--- config.mk ---
export PLATFORM = sky130hd
export DESIGN_NAME = ntp_server_reply_builder
export DESIGN_NICKNAME = d
export VERILOG_FILES = /design/src/hw/rtl/ntpr_pkg.sv /design/src/hw/rtl/ntpr_req_parser.sv /design/src/hw/rtl/ntpr_time_conv.sv /design/src/hw/rtl/ntpr_reply_gen.sv /design/src/hw/rtl/ntp_server_reply_builder.sv
export SDC_FILE = /design/constraint.sdc
export NUM_CORES = 2
export LEC_CHECK = 0
export BUFFER_PORTS_ARGS = -buffer_cell sky130_fd_sc_hd__buf_2
export CAP_MARGIN = 15
export CORE_MARGIN = 4
export CORE_UTILIZATION = 59
export CTS_CLUSTER_DIAMETER = 150
export DETAILED_ROUTE_END_ITERATION = 16
export HOLD_SLACK_MARGIN = 0.12
export PLACE_DENSITY = 0.76
export RECOVER_POWER = 100
export SLEW_MARGIN = 40
export SYNTH_ARGS = -nofsm -noshare
export SYNTH_HDL_FRONTEND = slang
export SYNTH_SLANG_ARGS = --single-unit
--- constraint.sdc ---
create_clock -name aclk -period 15.9 [get_ports aclk]
set_clock_uncertainty 0.2 [all_clocks]
set_input_delay 0.795 -clock aclk [delete_from_list [all_inputs] [get_ports aclk]]
set_output_delay 0.795 -clock aclk [all_outputs]
set_load 0.03 [all_outputs]
--- src/hw/rtl/ntpr_pkg.sv ---
// Shared types and constants for the NTP server reply builder.
// No dependencies; every other file in hw/rtl imports this package.
package ntpr_pkg;

    typedef struct packed {
        logic [7:0]  req_byte;
        logic        req_last;
        logic [11:0] utc_year;
        logic [3:0]  utc_month;
        logic [4:0]  utc_day;
        logic [4:0]  utc_hour;
        logic [5:0]  utc_minute;
        logic [5:0]  utc_second;
        logic [9:0]  utc_millis;
    } req_t;

    typedef struct packed {
        logic [7:0] resp_byte;
        logic [5:0] resp_index;
        logic       resp_last;
    } resp_t;

    typedef struct packed {
        logic [11:0] year;
        logic [3:0]  month;
        logic [4:0]  day;
        logic [4:0]  hour;
        logic [5:0]  minute;
        logic [5:0]  second;
        logic [9:0]  millis;
    } utc_time_t;

    // Request that qualified for a reply, as handed to the time converter
    typedef struct packed {
        utc_time_t   tm;
        logic [63:0] client_stamp;
    } stamp_job_t;

    // Everything the byte emitter needs beyond the server settings
    typedef struct packed {
        logic [63:0] ts;
        logic [63:0] client_stamp;
    } reply_desc_t;

    typedef struct packed {
        logic [7:0]  stratum;
        logic [7:0]  poll;
        logic [7:0]  precision;
        logic [31:0] ref_id;
    } srv_cfg_t;

    localparam int unsigned CFG_INDEX_W = 8;
    localparam int unsigned CFG_DATA_W  = 32;

    localparam logic [CFG_INDEX_W-1:0] CFG_STRATUM   = 8'd0;
    localparam logic [CFG_INDEX_W-1:0] CFG_POLL      = 8'd1;
    localparam logic [CFG_INDEX_W-1:0] CFG_PRECISION = 8'd2;
    localparam logic [CFG_INDEX_W-1:0] CFG_REF_ID    = 8'd3;

    localparam logic [7:0]  RST_STRATUM   = 8'd1;
    localparam logic [7:0]  RST_POLL      = 8'd6;
    localparam logic [7:0]  RST_PRECISION = 8'hEC;
    localparam logic [31:0] RST_REF_ID    = 32'h4750_5300;

    localparam logic [5:0] REQ_LEN     = 6'd48;
    localparam logic [5:0] STAMP_FIRST = 6'd40;
    localparam logic [5:0] LAST_INDEX  = 6'd47;
    localparam logic [2:0] MODE_CLIENT = 3'd3;
    localparam logic [7:0] LI_VN_MODE  = 8'h24;

    localparam logic [9:0]  MS_MAX          = 10'd999;
    localparam logic [12:0] YEAR_SHIFT      = 13'd400;
    localparam logic [31:0] DAY_BIAS        = 32'd865565;
    localparam logic [31:0] NTP_UNIX_OFFSET = 32'd2208988800;
    localparam logic [31:0] SECS_PER_DAY    = 32'd86400;
    // ceil(2^49 / 1000): fraction = (ms * FRAC_MULT) >> 17
    localparam logic [39:0] FRAC_MULT       = 40'd562949953422;
    // floor(x / 25) = (x * 1311) >> 15 for x below 1124
    localparam logic [21:0] DIV25_MULT      = 22'd1311;

    // Days from 1 March to the first of the month (year starts in March)
    function automatic logic [8:0] month_offset(input logic [3:0] mon);
        logic [8:0] d;
        case (mon)
            4'd3:    d = 9'd0;
            4'd4:    d = 9'd31;
            4'd5:    d = 9'd61;
            4'd6:    d = 9'd92;
            4'd7:    d = 9'd122;
            4'd8:    d = 9'd153;
            4'd9:    d = 9'd184;
            4'd10:   d = 9'd214;
            4'd11:   d = 9'd245;
            4'd12:   d = 9'd275;
            4'd1:    d = 9'd306;
            4'd2:    d = 9'd337;
            default: d = 9'd0;
        endcase
        return d;
    endfunction

endpackage

--- src/hw/rtl/ntpr_req_parser.sv ---
// Request byte tracker: byte count, mode bits and client transmit stamp.
// Flags a qualifying request end and registers its time fields. Uses ntpr_pkg.
module ntpr_req_parser (
    input  logic               aclk,
    input  logic               aresetn,
    input  logic               in_fire,
    input  ntpr_pkg::req_t     in_data,
    output logic               reply_start,
    output logic               job_valid,
    output ntpr_pkg::stamp_job_t job
);
    import ntpr_pkg::*;

    logic [5:0]  byte_count_reg, byte_count_next;
    logic [2:0]  mode_reg, mode_next;
    logic [63:0] stamp_reg, stamp_next;
    logic        job_valid_reg;
    stamp_job_t  job_reg;

    always_comb begin
        byte_count_next = byte_count_reg;
        mode_next       = mode_reg;
        stamp_next      = stamp_reg;
        reply_start     = 1'b0;
        if (in_fire) begin
            if (byte_count_reg < REQ_LEN) begin
                if (byte_count_reg == 6'd0) begin
                    mode_next = in_data.req_byte[2:0];
                end
                if (byte_count_reg >= STAMP_FIRST) begin
                    stamp_next = {stamp_reg[55:0], in_data.req_byte};
                end
                byte_count_next = byte_count_reg + 6'd1;
            end
            if (in_data.req_last) begin
                reply_start     = (byte_count_next == REQ_LEN) && (mode_next == MODE_CLIENT);
                byte_count_next = 6'd0;
            end
        end
    end

    always_ff @(posedge aclk) begin
        if (!aresetn) begin
            byte_count_reg <= '0;
            mode_reg       <= '0;
            stamp_reg      <= '0;
            job_valid_reg  <= 1'b0;
        end else begin
            byte_count_reg <= byte_count_next;
            mode_reg       <= mode_next;
            stamp_reg      <= stamp_next;
            job_valid_reg  <= reply_start;
        end
    end

    always_ff @(posedge aclk) begin
        if (reply_start) begin
            job_reg.tm.year     <= in_data.utc_year;
            job_reg.tm.month    <= in_data.utc_month;
            job_reg.tm.day      <= in_data.utc_day;
            job_reg.tm.hour     <= in_data.utc_hour;
            job_reg.tm.minute   <= in_data.utc_minute;
            job_reg.tm.second   <= in_data.utc_second;
            job_reg.tm.millis   <= in_data.utc_millis;
            job_reg.client_stamp <= stamp_next;
        end
    end

    assign job_valid = job_valid_reg;
    assign job       = job_reg;

endmodule

--- src/hw/rtl/ntpr_time_conv.sv ---
// Four-stage civil time to NTP timestamp converter (seconds since 1900, 2^-32 fraction).
// Free-running pipeline, no stall. Uses ntpr_pkg.
module ntpr_time_conv (
    input  logic                  aclk,
    input  logic                  aresetn,
    input  logic                  job_valid,
    input  ntpr_pkg::stamp_job_t  job,
    output logic                  desc_valid,
    output ntpr_pkg::reply_desc_t desc
);
    import ntpr_pkg::*;

    // stage 1: month clamp, shifted year, day of year, h/m/s, fraction partial products
    logic        v1_reg;
    logic [12:0] yy1_reg, yy1_next;
    logic [9:0]  doy1_reg, doy1_next;
    logic [16:0] hms1_reg, hms1_next;
    logic [41:0] pplo1_reg, pplo1_next;
    logic [17:0] pphi1_reg, pphi1_next;
    logic [63:0] cs1_reg;

    // stage 2: year day count, century term, fraction
    logic        v2_reg;
    logic [20:0] ydays2_reg, ydays2_next;
    logic [5:0]  q100_2_reg, q100_2_next;
    logic [9:0]  doy2_reg;
    logic [16:0] hms2_reg;
    logic [31:0] frac2_reg, frac2_next;
    logic [63:0] cs2_reg;

    // stage 3: day number relative to 1970
    logic        v3_reg;
    logic [31:0] days3_reg, days3_next;
    logic [16:0] hms3_reg;
    logic [31:0] frac3_reg;
    logic [63:0] cs3_reg;

    // stage 4: seconds word
    logic        v4_reg;
    logic [31:0] secs4_reg, secs4_next;
    logic [31:0] frac4_reg;
    logic [63:0] cs4_reg;

    logic [3:0]  mon_c;
    logic [9:0]  ms_c;
    logic [10:0] yq;
    logic [49:0] frac_sum;

    always_comb begin
        if (job.tm.month == 4'd0) begin
            mon_c = 4'd1;
        end else if (job.tm.month > 4'd12) begin
            mon_c = 4'd12;
        end else begin
            mon_c = job.tm.month;
        end
        ms_c = (job.tm.millis > MS_MAX) ? MS_MAX : job.tm.millis;

        // Jan and Feb count as months of the previous year
        yy1_next   = 13'(job.tm.year) + YEAR_SHIFT - ((mon_c <= 4'd2) ? 13'd1 : 13'd0);
        doy1_next  = 10'(month_offset(mon_c)) + 10'(job.tm.day) - 10'd1;
        hms1_next  = 17'(job.tm.hour) * 17'd3600 + 17'(job.tm.minute) * 17'd60
                   + 17'(job.tm.second);
        pplo1_next = 42'(ms_c) * 42'(FRAC_MULT[31:0]);
        pphi1_next = 18'(ms_c) * 18'(FRAC_MULT[39:32]);
    end

    always_comb begin
        yq          = yy1_reg[12:2];
        q100_2_next = 6'((22'(yq) * DIV25_MULT) >> 15);
        ydays2_next = 21'(yy1_reg) * 21'd365 + 21'(yq);
        frac_sum    = 50'(pplo1_reg) + {pphi1_reg, 32'd0};
        frac2_next  = frac_sum[48:17];
    end

    always_comb begin
        days3_next = 32'(ydays2_reg) - 32'(q100_2_reg) + 32'(q100_2_reg[5:2])
                   + {{22{doy2_reg[9]}}, doy2_reg} - DAY_BIAS;
        secs4_next = 32'(days3_reg * SECS_PER_DAY) + 32'(hms3_reg) + NTP_UNIX_OFFSET;
    end

    always_ff @(posedge aclk) begin
        if (!aresetn) begin
            v1_reg <= 1'b0;
            v2_reg <= 1'b0;
            v3_reg <= 1'b0;
            v4_reg <= 1'b0;
        end else begin
            v1_reg <= job_valid;
            v2_reg <= v1_reg;
            v3_reg <= v2_reg;
            v4_reg <= v3_reg;
        end
    end

    always_ff @(posedge aclk) begin
        yy1_reg    <= yy1_next;
        doy1_reg   <= doy1_next;
        hms1_reg   <= hms1_next;
        pplo1_reg  <= pplo1_next;
        pphi1_reg  <= pphi1_next;
        cs1_reg    <= job.client_stamp;

        ydays2_reg <= ydays2_next;
        q100_2_reg <= q100_2_next;
        doy2_reg   <= doy1_reg;
        hms2_reg   <= hms1_reg;
        frac2_reg  <= frac2_next;
        cs2_reg    <= cs1_reg;

        days3_reg  <= days3_next;
        hms3_reg   <= hms2_reg;
        frac3_reg  <= frac2_reg;
        cs3_reg    <= cs2_reg;

        secs4_reg  <= secs4_next;
        frac4_reg  <= frac3_reg;
        cs4_reg    <= cs3_reg;
    end

    assign desc_valid        = v4_reg;
    assign desc.ts           = {secs4_reg, frac4_reg};
    assign desc.client_stamp = cs4_reg;

endmodule

--- src/hw/rtl/ntpr_reply_gen.sv ---
// Reply emitter: two-entry descriptor queue, byte index counter, output register.
// Builds each of the 48 reply bytes from the descriptor and server settings. Uses ntpr_pkg.
module ntpr_reply_gen (
    input  logic                  aclk,
    input  logic                  aresetn,
    input  logic                  desc_valid,
    input  ntpr_pkg::reply_desc_t desc,
    input  ntpr_pkg::srv_cfg_t    srv_cfg,
    output logic                  desc_done,
    output logic                  m_valid,
    input  logic                  m_ready,
    output ntpr_pkg::resp_t       m_data
);
    import ntpr_pkg::*;

    reply_desc_t fifo_reg [2];
    logic        wr_ptr_reg, rd_ptr_reg;
    logic [1:0]  count_reg, count_next;
    logic [5:0]  idx_reg, idx_next;
    logic        m_valid_reg, m_valid_next;
    resp_t       m_data_reg;
    reply_desc_t head;
    logic        load;
    logic [7:0]  byte_sel;

    assign head = fifo_reg[rd_ptr_reg];
    assign load = (count_reg != 2'd0) && (!m_valid_reg || m_ready);
    assign desc_done = load && (idx_reg == LAST_INDEX);

    always_comb begin
        if (idx_reg == 6'd0) begin
            byte_sel = LI_VN_MODE;
        end else if (idx_reg == 6'd1) begin
            byte_sel = srv_cfg.stratum;
        end else if (idx_reg == 6'd2) begin
            byte_sel = srv_cfg.poll;
        end else if (idx_reg == 6'd3) begin
            byte_sel = srv_cfg.precision;
        end else if (idx_reg inside {[6'd12:6'd15]}) begin
            byte_sel = srv_cfg.ref_id[{~idx_reg[1:0], 3'b000} +: 8];
        end else if (idx_reg inside {[6'd24:6'd31]}) begin
            byte_sel = head.client_stamp[{~idx_reg[2:0], 3'b000} +: 8];
        end else if (idx_reg inside {[6'd16:6'd23], [6'd32:6'd47]}) begin
            // reference, receive and transmit stamps all carry the current time
            byte_sel = head.ts[{~idx_reg[2:0], 3'b000} +: 8];
        end else begin
            byte_sel = 8'd0;
        end
    end

    always_comb begin
        count_next = count_reg + (desc_valid ? 2'd1 : 2'd0) - (desc_done ? 2'd1 : 2'd0);
        idx_next   = idx_reg;
        if (load) begin
            idx_next = desc_done ? 6'd0 : idx_reg + 6'd1;
        end
        if (load) begin
            m_valid_next = 1'b1;
        end else if (m_ready) begin
            m_valid_next = 1'b0;
        end else begin
            m_valid_next = m_valid_reg;
        end
    end

    always_ff @(posedge aclk) begin
        if (!aresetn) begin
            wr_ptr_reg  <= 1'b0;
            rd_ptr_reg  <= 1'b0;
            count_reg   <= '0;
            idx_reg     <= '0;
            m_valid_reg <= 1'b0;
        end else begin
            if (desc_valid) begin
                wr_ptr_reg <= ~wr_ptr_reg;
            end
            if (desc_done) begin
                rd_ptr_reg <= ~rd_ptr_reg;
            end
            count_reg   <= count_next;
            idx_reg     <= idx_next;
            m_valid_reg <= m_valid_next;
        end
    end

    always_ff @(posedge aclk) begin
        if (desc_valid) begin
            fifo_reg[wr_ptr_reg] <= desc;
        end
        if (load) begin
            m_data_reg.resp_byte  <= byte_sel;
            m_data_reg.resp_index <= idx_reg;
            m_data_reg.resp_last  <= (idx_reg == LAST_INDEX);
        end
    end

    assign m_valid = m_valid_reg;
    assign m_data  = m_data_reg;

endmodule

--- src/hw/rtl/ntp_server_reply_builder.sv ---
// Top level of the NTP server reply builder: settings registers, reply credit count.
// Instantiates ntpr_req_parser, ntpr_time_conv and ntpr_reply_gen; uses ntpr_pkg.
//
//   channel   dir   handshake          payload
//   s_        in    s_valid/s_ready    ntpr_pkg::req_t, one request byte + current UTC
//   m_        out   m_valid/m_ready    ntpr_pkg::resp_t, one reply byte
//   cfg_      in    cfg_valid/cfg_ready cfg_index, cfg_data (settings write)
//
// One request byte is taken per cycle while s_ready is high. A qualifying request
// end gives 48 reply bytes. The job register loads at the accepting edge; four
// converter stages, the descriptor queue and the output register follow before
// m_valid rises. Then one byte per cycle while m_ready stays high.
// s_ready drops only for a closing request byte while two replies are queued or
// in flight. Reset is synchronous on aresetn low; settings return to their defaults.
// cfg_ready is always high.
module ntp_server_reply_builder (
    input  logic                                 aclk,
    input  logic                                 aresetn,
    input  logic                                 s_valid,
    output logic                                 s_ready,
    input  ntpr_pkg::req_t                       s_data,
    output logic                                 m_valid,
    input  logic                                 m_ready,
    output ntpr_pkg::resp_t                      m_data,
    input  logic                                 cfg_valid,
    output logic                                 cfg_ready,
    input  logic [ntpr_pkg::CFG_INDEX_W-1:0]     cfg_index,
    input  logic [ntpr_pkg::CFG_DATA_W-1:0]      cfg_data
);
    import ntpr_pkg::*;

    srv_cfg_t    srv_cfg_reg;
    logic [1:0]  pending_reg, pending_next;
    logic        s_fire;
    logic        reply_start;
    logic        job_valid;
    stamp_job_t  job;
    logic        desc_valid;
    reply_desc_t desc;
    logic        desc_done;

    // only a closing byte can start a reply, so only that one is held back
    assign s_ready   = ~(pending_reg[1] & s_data.req_last);
    assign s_fire    = s_valid && s_ready;
    assign cfg_ready = 1'b1;

    // replies accepted but not yet fully loaded into the output register
    assign pending_next = pending_reg + (reply_start ? 2'd1 : 2'd0)
                        - (desc_done ? 2'd1 : 2'd0);

    always_ff @(posedge aclk) begin
        if (!aresetn) begin
            pending_reg           <= '0;
            srv_cfg_reg.stratum   <= RST_STRATUM;
            srv_cfg_reg.poll      <= RST_POLL;
            srv_cfg_reg.precision <= RST_PRECISION;
            srv_cfg_reg.ref_id    <= RST_REF_ID;
        end else begin
            pending_reg <= pending_next;
            if (cfg_valid) begin
                case (cfg_index)
                    CFG_STRATUM:   srv_cfg_reg.stratum   <= cfg_data[7:0];
                    CFG_POLL:      srv_cfg_reg.poll      <= cfg_data[7:0];
                    CFG_PRECISION: srv_cfg_reg.precision <= cfg_data[7:0];
                    CFG_REF_ID:    srv_cfg_reg.ref_id    <= cfg_data;
                    default: ;
                endcase
            end
        end
    end

    ntpr_req_parser u_parser (
        .aclk        (aclk),
        .aresetn     (aresetn),
        .in_fire     (s_fire),
        .in_data     (s_data),
        .reply_start (reply_start),
        .job_valid   (job_valid),
        .job         (job)
    );

    ntpr_time_conv u_time (
        .aclk       (aclk),
        .aresetn    (aresetn),
        .job_valid  (job_valid),
        .job        (job),
        .desc_valid (desc_valid),
        .desc       (desc)
    );

    ntpr_reply_gen u_reply (
        .aclk       (aclk),
        .aresetn    (aresetn),
        .desc_valid (desc_valid),
        .desc       (desc),
        .srv_cfg    (srv_cfg_reg),
        .desc_done  (desc_done),
        .m_valid    (m_valid),
        .m_ready    (m_ready),
        .m_data     (m_data)
    );

endmodule

==> metrics.md <==
| Metric | Value |
|---|---|
| Clock latency of the later-clocked register in the worst-skew pair | `0.67 ns` |
| Violation count after the first detailed-routing iteration | `about 1400` |
| DR vias | `approximately 28000` |
| Unrepaired setup endpoints after global routing | `false` |
| Wire length reported by the detailed router | `between 80000 and 90000 microns` |
| Mean area per synthesized cell | `between 10 and 15 sq um` |
| Ys async rst share | `0` |
| Maximum number of pins on one net before global-route repair | `just under 80` |
| Type of the most critical hold path | `reg2reg` |
| TritonCTS clock tree | `yes` |
| Worst vdd rail ir drop | `around 0.000091 V` |
| Total iterations of the first detailed-routing run | `5` |
| Synthesized instance count | `a little under 4000` |
| Net count reported at finish | `5038` |
| Failing checks | `max-capacitance violations, max-slew violations` |
| Number of antenna violations at the first check in global routing | `0` |
| # clock sinks | `between 1000 and 1500` |
| Via count of the first global-routing pass | `approximately 29000` |
| Area share of the largest cell type after synthesis | `0.2828` |
| Ports | `120` |
| Number of storage elements in the synthesis netlist | `roughly 1100` |
| Total global routing overflow | `0` |
| Number of max-cap violations | `12` |
| Synthesized netlist net count | `roughly 4800` |
| Portion of the post-synthesis area used by sequential elements | `0.5126` |
| Commonest cells in the synthesized netlist | `707 x sky130_fd_sc_hd__dfxtp_1, 626 x sky130_fd_sc_hd__inv_1, 523 x sky130_fd_sc_hd__ha_1` |
| Post-route standard cell area excluding fillers | `around 56000 sq um` |
| Critical path required time | `15.86 ns` |
| Kind of start point of the critical path | `flop` |
| Fraction of the core area covered by cells at the end of the flow | `0.6686` |
| Most repeated cell in the gate-level netlist after synthesis | `sky130_fd_sc_hd__dfxtp_1` |
| Number of warnings issued by yosys | `0` |
| Slew at the pin closest to its max-slew limit | `approximately 4.2 ns` |
| Category of the most critical setup path | `reg2reg` |
| Most area-consuming cells after synthesis | `sky130_fd_sc_hd__dfxtp_1 28%, sky130_fd_sc_hd__edfxtp_1 23%, sky130_fd_sc_hd__ha_1 13%` |
| Run status | `finished with violations` |
| Number of input and output port buffers inserted | `roughly 120` |
| Initial Util | `0.5971` |
| Number of setup violations in the final report | `0` |
| Endpoint arrival time on the critical path | `approximately 7.6 ns` |
| CP peak stage delay | `~2.8 ns` |
| Global-route wire length before repair | `147300 microns` |
| Die X-Extent | `around 300 microns` |
| Post-CTS setup-driven buffer insertion count | `0` |
| Routability congestion estimate | `~0.89` |
| Dominant register cell in the synthesized netlist | `sky130_fd_sc_hd__dfxtp_1` |
| CORE AREA | `83820 sq um` |
| Max FFs per register | `256` |
| Via-to-Cell Ratio | `about 5` |
| Worst rel slew slack | `-1.775` |
| Overall die area | `~90000 sq um` |
| WL/cell | `between 15 and 20 microns` |
| Num CTS Buffers | `102` |
| Layout Area Growth over Synthesis | `11.97%` |
| Register clock-pin slew on the reported worst setup and hold paths | `roughly 0.07 ns` |
| Resize count post-CTS | `0` |
| Top cell type by total area after synthesis | `sky130_fd_sc_hd__dfxtp_1` |
| Post-Route Hold Slack | `between 0.1 and 0.15 ns` |
| Number of antenna-violating nets in the routed design | `0` |
| Placed Instance Area | `slightly above 50000 sq um` |
| Number of placement rows | `around 110` |
| Leakage power | `24.21 nW` |
| Crit path max-delay cell type | `sky130_fd_sc_hd__clkbuf_1` |
| Cell Pwr Density | `95.88 nW/um^2` |
| Vert. Die Dim | `~300 microns` |
| Number of design rule violations left after detail routing | `0` |
| Max Transition Viols Final | `between 600 and 700` |
| Clock buffer depth | `3` |
| Combined global-route utilization of all metal layers | `0.2031` |
| Post-synth cell types | `80` |
| Estimated wirelength of the detail-placed design | `roughly 63000 microns` |
| Number of flops mapped to enable cells by yosys | `between 300 and 400` |
| CP endpoint kind | `flop` |
| Top achievable clock speed | `about 130 MHz` |
| Cell chosen for the clock root | `sky130_fd_sc_hd__clkbuf_16` |
| Quantity of hold-fixing buffers added after cts | `74` |
| Maximum level of the CTS H-tree | `3` |
| Share of layout cells above drive strength 1 | `0.1003` |
| List of cells traversed by the critical path | `inv_1 > ha_1 > a21oi_1 > a21oi_1 > nor3_1 > o21ai_0 > nor2_4 > clkbuf_1 > clkbuf_1` |
| Final clock period utilization by the worst path | `0.4820` |
| Final min period | `between 7 and 8 ns` |
| Netlist area before placement | `50050 sq um` |
| Total count of hold-check failures in the final report | `0` |
| Maximum net fanout on the critical path | `60` |
| Summed negative setup slack over all endpoints | `0 ns` |
[cells in the final DEF, fill, tap and decap left out, drive strengths merged, types with 9 or more instances in the layout]
cell / count
dfxtp: 707
inv: 638
ha: 523
edfxtp: 383
fa: 234
nand2: 172
clkbuf: 166
xnor2: 151
a21oi: 119
nor2: 118
buf: 101
mux4: 88
and2: 86
dlygate4sd3: 74
mux2: 72
o21ai: 51
xor2: 47
nand3: 45
nor2b: 43
a21o: 43
nor3: 42
clkinv: 38
a21boi: 34
o21a: 27
o21bai: 25
nand2b: 21
or2: 20
a31oi: 18
and3: 15
or3: 14
a22oi: 14
a211oi: 13
mux2i: 12
a311oi: 10
nand4: 9
nor4: 9
[metrics by stage]
| step | worst slack [ns] | std cells | power [mW] |
|---|---|---|---|
| after floorplan | 7.885 | 3943 | 2.939 |
| after global placement | 9.246 | 5132 | 2.956 |
| after detailed placement | 9.084 | 5134 | 2.956 |
| after CTS | 9.068 | 5399 | 5.431 |
| after global routing | 7.491 | 5400 | 5.547 |
| final | 8.236 | 5402 | 5.373 |
[critical path, delay by kind of cell, from the launching register on]
| kind | cells | cell delay (ns) |
|---|---|---|
| AOI/OAI and AO/OA | 3 | 0.37 |
| adders and majority gates | 1 | 0.31 |
| buffers and inverters | 3 | 5.47 |
| DFF | 1 | 0.41 |
| and+or+nand+nor | 2 | 0.31 |
[report_power, final]
| part | switching [mW] | internal [mW] |
|---|---|---|
| sequential | 0.000671 | 2.87 |
| clock | 1.05 | 1.42 |
| combinational | 0.0166 | 0.0215 |
[final timing paths]
check | slack (ns) | to | cells past startpoint | start
setup / recovery | 8.24 | u_parser.job[14] | 9 | u_parser.byte_count_reg[0]
hold reg to reg | 0.12 | u_time.cs3_reg[63] | 0 | u_time.cs2_reg[63]
hold / removal | 0.12 | u_time.cs3_reg[63] | 0 | u_time.cs2_reg[63]
setup reg to reg | 8.24 | u_parser.job[14] | 9 | u_parser.byte_count_reg[0]
[logic make-up after synthesis]
group,synth area share
AO/OA/AOI/OAI,0.05630
XOR/XNOR,0.03480
adder cells (fa/ha/maj),0.2244
buffers and inverters,0.05315
flip-flops,0.5126
multiplexers,0.05820
other,0.00007493
AND/OR/NAND/NOR,0.06052
[layer usage]
layer	global-route usage	wire length, microns	vias up
met2	0.3499	43470	488
li1	-	-	13780
met3	0.03122	3786	130
met5	0	0	-
met1	0.2689	39230	13380
met4	0.05806	2239	0
[layout make-up]
class                   count  area [sq um]
fillers                  6139         27780
clock inverters            58         641.9
well taps                1134          1419
clock buffers             133          2861
multi-input cells        2150         21710
flip-flops and latches   1090         25660
repair buffers            208          1386
diodes                      2         5.005
inverters                 627          2354
Power figures use the tool's default switching activity.
